==> src/hw/rtl/spm_pkg.sv <==
// ----------------------------------------------------------------------------
// spm_pkg
// Shared types and constants for the sparse polynomial merge adder.
// ----------------------------------------------------------------------------
package spm_pkg;

    localparam int COEF_W = 16;
    localparam int EXP_W  = 8;
    localparam int SUM_W  = COEF_W + 1;
    localparam int OP_W   = 2;

    // op codes carried in the input tuser
    localparam logic [OP_W-1:0] OP_LOAD_A = 2'd0;
    localparam logic [OP_W-1:0] OP_LOAD_B = 2'd1;
    localparam logic [OP_W-1:0] OP_MERGE  = 2'd2;

    typedef enum logic {
        ST_IDLE,
        ST_MERGE
    } t_state;

    typedef struct packed {
        logic load_a;
        logic load_b;
        logic step;
        logic finish;
    } t_cmd;

    typedef struct packed {
        logic exhausted;
        logic out_free;
    } t_status;

endpackage

==> src/hw/rtl/spm_ctrl.sv <==
// ----------------------------------------------------------------------------
// spm_ctrl
// Controller: accepts words while idle, sequences the merge walk.
// ----------------------------------------------------------------------------
module spm_ctrl (
    input  logic                      i_clk,
    input  logic                      i_rst_n,
    input  logic                      i_valid,
    input  logic [spm_pkg::OP_W-1:0]  i_op,
    output logic                      o_ready,
    input  spm_pkg::t_status          i_status,
    output spm_pkg::t_cmd             o_cmd
);

    spm_pkg::t_state r_state;
    spm_pkg::t_state n_state;

    always_ff @(posedge i_clk) begin
        if (!i_rst_n) begin
            r_state <= spm_pkg::ST_IDLE;
        end else begin
            r_state <= n_state;
        end
    end

    always_comb begin
        n_state = r_state;
        unique case (r_state)
            spm_pkg::ST_IDLE: begin
                if (i_valid && i_op == spm_pkg::OP_MERGE) begin
                    n_state = spm_pkg::ST_MERGE;
                end
            end
            spm_pkg::ST_MERGE: begin
                if (i_status.exhausted) begin
                    n_state = spm_pkg::ST_IDLE;
                end
            end
            default: n_state = spm_pkg::ST_IDLE;
        endcase
    end

    always_comb begin
        o_ready      = 1'b0;
        o_cmd        = '0;
        unique case (r_state)
            spm_pkg::ST_IDLE: begin
                o_ready      = 1'b1;
                o_cmd.load_a = i_valid && i_op == spm_pkg::OP_LOAD_A;
                o_cmd.load_b = i_valid && i_op == spm_pkg::OP_LOAD_B;
            end
            spm_pkg::ST_MERGE: begin
                // clear the lists once both heads ran off the end
                o_cmd.finish = i_status.exhausted;
                o_cmd.step   = !i_status.exhausted && i_status.out_free;
            end
            default: o_ready = 1'b0;
        endcase
    end

endmodule

==> src/hw/rtl/spm_dp.sv <==
// ----------------------------------------------------------------------------
// spm_dp
// Datapath: two term lists, head pointers, compare and add, output register.
// ----------------------------------------------------------------------------
module spm_dp #(
    parameter int MAX_TERMS = 16
) (
    input  logic                           i_clk,
    input  logic                           i_rst_n,
    input  spm_pkg::t_cmd                  i_cmd,
    output spm_pkg::t_status               o_status,
    input  logic signed [spm_pkg::COEF_W-1:0] i_coef,
    input  logic [spm_pkg::EXP_W-1:0]      i_exp,
    input  logic                           i_out_ready,
    output logic                           o_out_valid,
    output logic signed [spm_pkg::SUM_W-1:0] o_sum_coef,
    output logic [spm_pkg::EXP_W-1:0]      o_sum_exp,
    output logic                           o_last,
    output logic                           o_dropped
);

    localparam int CW = $clog2(MAX_TERMS + 1);
    localparam int IW = (MAX_TERMS > 1) ? $clog2(MAX_TERMS) : 1;

    logic signed [spm_pkg::COEF_W-1:0] r_a_coef [MAX_TERMS];
    logic [spm_pkg::EXP_W-1:0]         r_a_exp  [MAX_TERMS];
    logic signed [spm_pkg::COEF_W-1:0] r_b_coef [MAX_TERMS];
    logic [spm_pkg::EXP_W-1:0]         r_b_exp  [MAX_TERMS];

    logic [CW-1:0] r_cnt_a, r_cnt_b, r_ptr_a, r_ptr_b;
    logic [CW-1:0] n_ptr_a, n_ptr_b;
    logic          r_ovf;
    logic          r_ovalid;
    logic signed [spm_pkg::SUM_W-1:0] r_sum_coef;
    logic [spm_pkg::EXP_W-1:0]        r_sum_exp;
    logic                             r_last;
    logic                             r_dropped;

    logic a_has, b_has, take_a, take_b;
    logic signed [spm_pkg::COEF_W-1:0] a_coef, b_coef;
    logic [spm_pkg::EXP_W-1:0]         a_exp, b_exp;
    logic signed [spm_pkg::SUM_W-1:0]  n_sum_coef;
    logic [spm_pkg::EXP_W-1:0]         n_sum_exp;
    logic                              n_last;

    assign a_has  = r_ptr_a < r_cnt_a;
    assign b_has  = r_ptr_b < r_cnt_b;
    assign a_coef = r_a_coef[r_ptr_a[IW-1:0]];
    assign a_exp  = r_a_exp[r_ptr_a[IW-1:0]];
    assign b_coef = r_b_coef[r_ptr_b[IW-1:0]];
    assign b_exp  = r_b_exp[r_ptr_b[IW-1:0]];

    always_comb begin
        take_a = 1'b0;
        take_b = 1'b0;
        if (a_has && b_has) begin
            take_a = a_exp >= b_exp;
            take_b = b_exp >= a_exp;
        end else begin
            take_a = a_has;
            take_b = b_has;
        end
        if (take_a && take_b) begin
            n_sum_coef = spm_pkg::SUM_W'(a_coef) + spm_pkg::SUM_W'(b_coef);
        end else if (take_a) begin
            n_sum_coef = spm_pkg::SUM_W'(a_coef);
        end else begin
            n_sum_coef = spm_pkg::SUM_W'(b_coef);
        end
        n_sum_exp = take_a ? a_exp : b_exp;
        n_ptr_a   = r_ptr_a + CW'(take_a);
        n_ptr_b   = r_ptr_b + CW'(take_b);
        n_last    = !(n_ptr_a < r_cnt_a) && !(n_ptr_b < r_cnt_b);
    end

    assign o_status.exhausted = !a_has && !b_has;
    assign o_status.out_free  = !r_ovalid || i_out_ready;

    // list storage, no reset
    always_ff @(posedge i_clk) begin
        if (i_cmd.load_a && r_cnt_a < CW'(MAX_TERMS)) begin
            r_a_coef[r_cnt_a[IW-1:0]] <= i_coef;
            r_a_exp[r_cnt_a[IW-1:0]]  <= i_exp;
        end
        if (i_cmd.load_b && r_cnt_b < CW'(MAX_TERMS)) begin
            r_b_coef[r_cnt_b[IW-1:0]] <= i_coef;
            r_b_exp[r_cnt_b[IW-1:0]]  <= i_exp;
        end
    end

    always_ff @(posedge i_clk) begin
        if (!i_rst_n) begin
            r_cnt_a  <= '0;
            r_cnt_b  <= '0;
            r_ptr_a  <= '0;
            r_ptr_b  <= '0;
            r_ovf    <= 1'b0;
            r_ovalid <= 1'b0;
        end else begin
            if (i_cmd.load_a) begin
                if (r_cnt_a < CW'(MAX_TERMS)) begin
                    r_cnt_a <= r_cnt_a + CW'(1);
                end else begin
                    r_ovf <= 1'b1;
                end
            end
            if (i_cmd.load_b) begin
                if (r_cnt_b < CW'(MAX_TERMS)) begin
                    r_cnt_b <= r_cnt_b + CW'(1);
                end else begin
                    r_ovf <= 1'b1;
                end
            end
            if (i_cmd.step) begin
                r_ptr_a <= n_ptr_a;
                r_ptr_b <= n_ptr_b;
            end
            if (i_cmd.finish) begin
                r_cnt_a <= '0;
                r_cnt_b <= '0;
                r_ptr_a <= '0;
                r_ptr_b <= '0;
                r_ovf   <= 1'b0;
            end
            if (i_cmd.step) begin
                r_ovalid <= 1'b1;
            end else if (i_out_ready) begin
                r_ovalid <= 1'b0;
            end
        end
    end

    always_ff @(posedge i_clk) begin
        if (i_cmd.step) begin
            r_sum_coef <= n_sum_coef;
            r_sum_exp  <= n_sum_exp;
            r_last     <= n_last;
            r_dropped  <= r_ovf;
        end
    end

    assign o_out_valid = r_ovalid;
    assign o_sum_coef  = r_sum_coef;
    assign o_sum_exp   = r_sum_exp;
    assign o_last      = r_last;
    assign o_dropped   = r_dropped;

endmodule

==> src/hw/rtl/sparse_polynomial_add_merge.sv <==
// A load word is written into its list at the clock edge that accepts it. A merge
// word moves the controller to ST_MERGE, which registers the merged words.
// throughput: loads one per cycle while idle; a merge holds the input until both
// lists run out, with one word per cycle out of the head compare and add unit
// while the output is not stalled
// reset: synchronous active-low clears counts, pointers, drop flag and state
// ----------------------------------------------------------------------------
// sparse_polynomial_add_merge
// Adds two sparse polynomials held as descending-exponent term lists.
// ----------------------------------------------------------------------------
module sparse_polynomial_add_merge #(
    parameter int MAX_TERMS = 16
) (
    input  logic        i_clk,
    input  logic        i_rst_n,
    input  logic        s_axis_tvalid,
    output logic        s_axis_tready,
    input  logic [23:0] s_axis_tdata,   // coefficient[15:0], exponent[23:16]
    input  logic [1:0]  s_axis_tuser,   // op[1:0]
    output logic        m_axis_tvalid,
    input  logic        m_axis_tready,
    output logic [31:0] m_axis_tdata,   // sum_coefficient[16:0], sum_exponent[24:17]
    output logic        m_axis_tlast,   // last_term
    output logic        m_axis_tuser    // load_dropped
);

    spm_pkg::t_cmd    cmd;
    spm_pkg::t_status status;

    logic signed [spm_pkg::SUM_W-1:0] sum_coef;
    logic [spm_pkg::EXP_W-1:0]        sum_exp;

    spm_ctrl u_ctrl (
        .i_clk    (i_clk),
        .i_rst_n  (i_rst_n),
        .i_valid  (s_axis_tvalid),
        .i_op     (s_axis_tuser),
        .o_ready  (s_axis_tready),
        .i_status (status),
        .o_cmd    (cmd)
    );

    spm_dp #(
        .MAX_TERMS (MAX_TERMS)
    ) u_dp (
        .i_clk       (i_clk),
        .i_rst_n     (i_rst_n),
        .i_cmd       (cmd),
        .o_status    (status),
        .i_coef      (s_axis_tdata[15:0]),
        .i_exp       (s_axis_tdata[23:16]),
        .i_out_ready (m_axis_tready),
        .o_out_valid (m_axis_tvalid),
        .o_sum_coef  (sum_coef),
        .o_sum_exp   (sum_exp),
        .o_last      (m_axis_tlast),
        .o_dropped   (m_axis_tuser)
    );

    assign m_axis_tdata = {7'd0, sum_exp, sum_coef};

endmodule

==> config.mk <==
export PLATFORM = sky130hd
export DESIGN_NAME = sparse_polynomial_add_merge
export DESIGN_NICKNAME = d
export VERILOG_FILES = /design/src/hw/rtl/spm_pkg.sv /design/src/hw/rtl/spm_ctrl.sv /design/src/hw/rtl/spm_dp.sv /design/src/hw/rtl/sparse_polynomial_add_merge.sv
export SDC_FILE = /design/constraint.sdc
export NUM_CORES = 1
export LEC_CHECK = 0
export ABC_AREA = 0
export BUFFER_PORTS_ARGS = -buffer_cell sky130_fd_sc_hd__buf_2
export CAP_MARGIN = 5
export CORE_MARGIN = 8
export CORE_UTILIZATION = 45
export CTS_BUF_LIST = sky130_fd_sc_hd__clkbuf_16
export CTS_CLUSTER_SIZE = 14
export DETAILED_ROUTE_END_ITERATION = 10
export SYNTH_ARGS = -nofsm -noshare
export SYNTH_HDL_FRONTEND = slang
export SYNTH_SLANG_ARGS = --single-unit
==> constraint.sdc <==
create_clock -name i_clk -period 5.4 [get_ports i_clk]
set_input_delay 0 -clock i_clk [delete_from_list [all_inputs] [get_ports i_clk]]
set_output_delay 0 -clock i_clk [all_outputs]
set_load 0.01 [all_outputs]
==> run_results.csv, run 1 <==
group,metric,value,unit
run_status,status,"completed",
critical_path,crit_required,5770,ps
sta,relSlewSlack,19.3,%
detailed_routing,drt_iter0_markers,1837,
floorplan,io_pins,66,
cts,cts_buffer_depth,3,
synth,syn_inst,1537,
critical_path,cp.arrival,5390,ps
layout,fillerInstances,5653,
global_route,grt_pass1_vias,15900,
detailed_routing,drc,0,
cts,tritoncts,"done",
cts,cts_setup_buffers,0,
sta,setup_viol,0,
global_route,grt_pass1_wl,109000,microns
synth,yosysSeqAreaShare,74.5,%
critical_path,path_max_fanout,11,
global_route,grt_overflow,0,
run,drv_cap,0,
pwr,vdd_drop_max,0.207,mV
sta,skew,26.8,ps
sta,worst_pin_slew,1210,ps
global_route,grt_start_max_net_pins,64,
floorplan,core_area,0.0727,sq mm
synth,yosysUniqueCellTypes,59,
detailed_routing,dr.pass1.iters,7,
global_route,grt_usage,18.2,%
layout,layout.cells.non_filler,2699,
layout,antenna_cells,0,
detailed_routing,via_per_inst,5.79,
synth,synth.avg_cell_area,21.4,sq um
cts,cts_sinks,826,
floorplan,start_util,45.2,%
hold_path,hold_class,"in -> reg",
synth,synth-seq-cells,826,
floorplan,std_cell_rows,99,
layout,regArea,0.0245,sq mm
detailed_routing,wirelength,74800,microns
sta,hold_viol_final,0,
place,place.gp.congestion,0.824,
critical_path,r2r_cells,19,
cts,cts_resized,0,
critical_path,critPathLaunchType,"flip-flop",
sta,rsz0062_at_grt,"false",
place,dp_cells,2520,
critical_path,critPathCapture,"u_dp.o_last",
synth,synthFlopType,"edfxtp_1",
layout,fin_nets,1761,
global_route,antenna_found_initial,1,
floorplan,die_x,286,microns
layout,drive_above_1_share,28.8,%
place,dp_hpwl,42100,microns
synth,ys_warn_count,0,
critical_path,setup.worst_path.end_class,"flip-flop",
floorplan,die_y,286,microns
layout,multi_input_area,0.00814,sq mm
cts,clk_pin_slew_worst_paths,60,ps
critical_path,rrSetupSlack,380,ps
synth,synth-edff-count,795,
sta,final-max-slew-violation-count,0,
pwr,power_density,341,mW/mm^2
sta,setup_tns,0,ps
sta,period_needed,5020,ps
critical_path,critical_path_class,"reg -> reg",
critical_path,r2r_end,"u_dp.o_last",
layout,area_growth,13.9,%
cts,numCtsBuffers,83,
synth,synthArstFlopShare,0,%
sta,max_freq,199,MHz
detailed_routing,wire_per_inst,27.7,microns
place,port_buffers,58,
sta,finalCritPeriodShare,92.9,%
synth,netlist_area,0.0329,sq mm
cts,htreeDepth,3,
floorplan,dieArea,0.0820,sq mm
cts,clk_latency,630,ps
detailed_routing,dr_total_vias,15600,
detailed_routing,ant_nets,0,
pwr,leakage,11.7,nW
cts,clockRootBuffer,"clkbuf_16",
## cell type report
class	count	area share, %
clock buffers	87	5.81
flip-flops and latches	826	65.4
repair buffers	126	2.52
inverters	32	0.321
multi-input cells	609	21.7
well taps	959	3.20
clock inverters	60	1.03
## Yosys cell counts (all sizes together) (3+ instances only)
master	n	area, sq um
edfxtp	795	23900
mux4	239	5380
nor2	64	240
ha	52	651
nand2	48	180
buf	43	277
o21ai	34	170
clkbuf	33	124
inv	32	120
dfxtp	31	621
mux2i	19	190
a21oi	17	85.1
xnor2	17	149
nor3	15	80.1
xor2	11	96.3
nand4	8	50.1
a21o	7	52.6
nand3	7	35.0
and2	5	31.3
a31oi	4	25.0
nor2b	4	25.0
o21a	4	30.0
a211oi	3	22.5
a21boi	3	22.5
a221o	3	30.0
mux2	3	33.8
nand2b	3	18.8
nand3b	3	22.5
o31ai	3	22.5
or3	3	18.8
## layer usage
metal	GRT usage, %	part of all wire, %	up-vias
li1	-	-	6665
met3	2.81	6.2	92
met4	5.21	2.2	0
met1	26.6	45	8305
met2	28.5	47	557
met5	0	0	-
## critical path, cell delays in order, from the launching register on
cell and delay [ps]:
dfxtp_4 440, buf_4 280, mux4_2 540, mux4_2 530
ha_1 340, and4_1 270, nand4_1 220, and2_1 230
o21bai_1 180, nand2_1 150, inv_2 110, ha_1 190
ha_1 260, xor2_1 170, ha_1 240, a21boi_0 120
o21ai_0 170, nand2b_1 90, a21oi_1 170, nor2_1 50
## power by group
group	switching [W]	total, W	internal [W]
logic	0.000223	0.000325	0.000102
registers	0.00000673	0.00704	0.00704
clock network	0.00237	0.00542	0.00305
total	0.00260	0.0128	0.0102
## sequential cells by signal (all words and copies together) (netlist names), named ones only
register and count:
u_ctrl.r_state 1, u_dp.o_dropped 1, u_dp.o_last 1, u_dp.o_out_valid 1, u_dp.o_sum_coef 17, u_dp.o_sum_exp 8
u_dp.r_a_coef 256, u_dp.r_a_exp 128, u_dp.r_b_coef 256, u_dp.r_b_exp 128, u_dp.r_cnt_a 5, u_dp.r_cnt_b 5
u_dp.r_ovf 1, u_dp.r_ptr_a 5, u_dp.r_ptr_b 5
## stage by stage
step / hold WS (ps) / utilization, % / instance area (sq um) / worst slack [ps] / power [W]
2_1_floorplan: 98.9 / - / 32900 / 422 / 0.00732
3_3_place_gp: 269 / 47.6 / 34600 / 609 / 0.00748
3_5_place_dp: 281 / 47.6 / 34600 / 461 / 0.00749
4_1_cts: 377 / 51.5 / 37500 / 378 / 0.0129
5_1_grt: 451 / 51.5 / 37500 / 31.0 / 0.0131
6_report: 429 / 51.5 / 37500 / 384 / 0.0128
## logic make-up after synthesis
family | count (synthesis) | synth area share (%)
flops | 826 | 74.5
mux | 261 | 17.0
simple gates | 166 | 2.28
buf+inv | 108 | 1.58
compound gates | 94 | 1.83
fa+ha+maj | 53 | 2.04
xor+xnor | 28 | 0.746
other cells | 1 | 0.0114
## worst min path at each step
stage                    startpoint                   to  slack [ps]  depth (start not counted)
CTS                 s_axis_tuser[0]      u_dp.r_cnt_a[0]         380                          5
detailed placement          i_rst_n     u_dp.o_out_valid         280                          2
global route                i_rst_n      u_dp.r_cnt_a[4]         450                          5
finish                      i_rst_n      u_dp.r_cnt_b[4]         430                          5
global placement            i_rst_n     u_dp.o_out_valid         270                          2
floorplan           s_axis_tdata[0]  u_dp.r_a_coef[0][0]         100                          0
## layout by cell type, fill, tap and decap left out, drive strengths merged, types with 17 or more instances in the layout
cell type / count
a21oi: 17
buf: 94
clkbuf: 87
clkinv: 34
dfxtp: 31
dlygate4sd3: 32
edfxtp: 795
ha: 52
inv: 50
mux2i: 19
mux4: 239
nand2: 48
nor2: 64
o21ai: 34
xnor2: 17
## repair_timing
item,4_1_cts,5_1_grt
hold buffers,32,0
endpoints found under the hold margin,805,0
setup endpoints to repair,0,0
(Power assumes the default switching activity.)
==> run 2, diff against run 1 <==
--- a/config.mk
+++ b/config.mk
@@ -13,6 +13,7 @@
 export CTS_BUF_LIST = sky130_fd_sc_hd__clkbuf_16
 export CTS_CLUSTER_SIZE = 14
 export DETAILED_ROUTE_END_ITERATION = 10
+export REMOVE_ABC_BUFFERS = 1
 export SYNTH_ARGS = -nofsm -noshare
 export SYNTH_HDL_FRONTEND = slang
 export SYNTH_SLANG_ARGS = --single-unit
==> run_results.csv, run 2 (synthesis gave the netlist of run 1 again) <==
group,metric,value,unit
detailed_routing,ant_nets,0,
detailed_routing,dr_total_vias,15500,
pwr,seqPwrFrac,52.8,%
pwr,switching_share,19.9,%
cts,tritoncts,"done",
layout,drive_above_1_share,29.9,%
floorplan,die_y,286,microns
layout,design_area,0.0378,sq mm
critical_path,critical_path_class,"reg -> reg",
global_route,busiest_layer,"met2",
critical_path,cp.arrival,5260,ps
global_route,antenna_found_initial,1,
detailed_routing,wire_per_inst,27.2,microns
floorplan,core_area,0.0727,sq mm
detailed_routing,via_per_inst,5.72,
global_route,gr-usage-met2,28.6,%
sta,period_needed,4870,ps
floorplan,std_cell_rows,99,
detailed_routing,drc,0,
sta,relSlewSlack,19.3,%
sta,worst_pin_slew,1210,ps
sta,rsz0062_at_grt,"false",
global_route,grt_pass1_wl,109000,microns
detailed_routing,drt_iter0_markers,1590,
sta,finalCritPeriodShare,90.1,%
pwr,p_int,0.0107,W
layout,layout_commonest_cell,"edfxtp_1",
cts,numCtsBuffers,86,
place,dpl_cell_area,0.0346,sq mm
floorplan,die_x,286,microns
layout,area_growth,14.9,%
cts,clk_pin_slew_worst_paths,60,ps
place,port_buffers,58,
layout,fillerInstances,5637,
place,place.gp.congestion,0.837,
place,dp_hpwl,41900,microns
global_route,use_met3,3.02,%
pwr,p_sw,0.00266,W
floorplan,dieArea,0.0820,sq mm
cts,clk_latency,640,ps
pwr,clockPowerShare,44.8,%
pwr,power_density,353,mW/mm^2
cts,clockRootBuffer,"clkbuf_16",
global_route,grt_start_max_net_pins,68,
critical_path,crit_required,5790,ps
sta,hold_viol_final,0,
sta,skew,25.9,ps
hold_path,hold_class,"in -> reg",
pwr,vdd_drop_max,0.216,mV
global_route,grt_usage,18.1,%
global_route,grt_use_met1,25.9,%
critical_path,setup.worst_path.end_class,"flip-flop",
critical_path,path_max_fanout,27,
sta,max_freq,205,MHz
layout,layout.cells.non_filler,2713,
global_route,grt_pass1_vias,16100,
cts,cts_setup_buffers,0,
detailed_routing,dr.pass1.iters,7,
cts,cts_sinks,826,
place,dp_cells,2524,
cts,cts_buffer_depth,3,
layout,fin_nets,1766,
detailed_routing,wirelength,73900,microns
pwr,leakage,11.8,nW
floorplan,start_util,45.2,%
run,drv_cap,0,
sta,final-max-slew-violation-count,0,
floorplan,io_pins,66,
global_route,grt_overflow,0,
run_status,status,"completed",
cts,htreeDepth,3,
sta,setup_viol,0,
layout,antenna_cells,0,
pwr,comb_power_share,2.4,%
layout,layout_common_cells,"edfxtp_1, mux4_2, clkbuf_16",
critical_path,critPathLaunchType,"flip-flop",
run 2: cell type report:
| type | count | area [sq um] | share of cell area [%] |
|---|---|---|---|
| Clock buffer | 88 | 2200 | 5.83 |
| Multi-Input combinational cell | 609 | 8140 | 21.5 |
| Sequential cell | 826 | 24500 | 64.8 |
| Clock inverter | 71 | 677 | 1.79 |
| Inverter | 32 | 120 | 0.318 |
| Tap cell | 959 | 1200 | 3.17 |
| Timing Repair Buffer | 128 | 953 | 2.52 |
run 2: metal layers:
layer  vias to the layer above  wire length (microns)  part of all wire (%)
li1                       6690                      -                     -
met1                      8242                  32100                    43
met2                       505                  35400                    48
met3                        91                   4460                   6.0
met4                         0                   1850                   2.5
met5                         -                      0                     0
run 2: worst paths after layout:
| check | startpoint | end | slack (ps) | depth (start not counted) |
|---|---|---|---|---|
| worst max-delay path | flip-flop | u_dp.o_last | 530 | 18 |
| worst min-delay path | s_axis_tvalid | u_dp.r_ovf | 130 | 5 |
| worst max register to register | flip-flop | u_dp.o_last | 530 | 18 |
| worst min register to register | u_dp.r_ovf | u_dp.o_dropped | 460 | 0 |
run 2: timing repair:
action                    CTS  global route
hold buffers               30             0
gates resized for setup     0             0
hold endpoints to repair  797             0
run 2: metrics by stage:
step,utilization [%],setup TNS [ps],power [W],setup WS [ps],hold WS [ps]
4_1_cts,52.0,0,0.0134,526,42.7
3_5_place_dp,47.6,0,0.00748,538,292
5_1_grt,52.0,0,0.0137,164,187
2_1_floorplan,-,-81800,0.00732,-2930,98.9
6_report,52.0,0,0.0133,533,126
3_3_place_gp,47.6,0,0.00747,709,270
run 2: worst max-delay path, cell delays in order (launching register included):
cell,delay (ps)
dfxtp_4,690
mux4_2,590
mux4_2,500
ha_1,330
and4_1,280
nand4_1,220
and2_1,220
o21bai_1,170
nand2_1,110
inv_2,80
ha_1,180
ha_1,240
xor2_1,170
ha_1,240
a21boi_0,120
o21ai_0,170
nand2b_1,80
a21oi_1,150
nor2_1,50
run 2: power groups by stage:
stage                     registers, W  logic (W)  clock network [W]
final                          0.00704   0.000322            0.00597
after global routing           0.00704   0.000349            0.00631
after CTS                      0.00704   0.000321            0.00608
after detailed placement       0.00718   0.000303                  0
after global placement         0.00718   0.000293                  0
after floorplan                0.00719   0.000132                  0
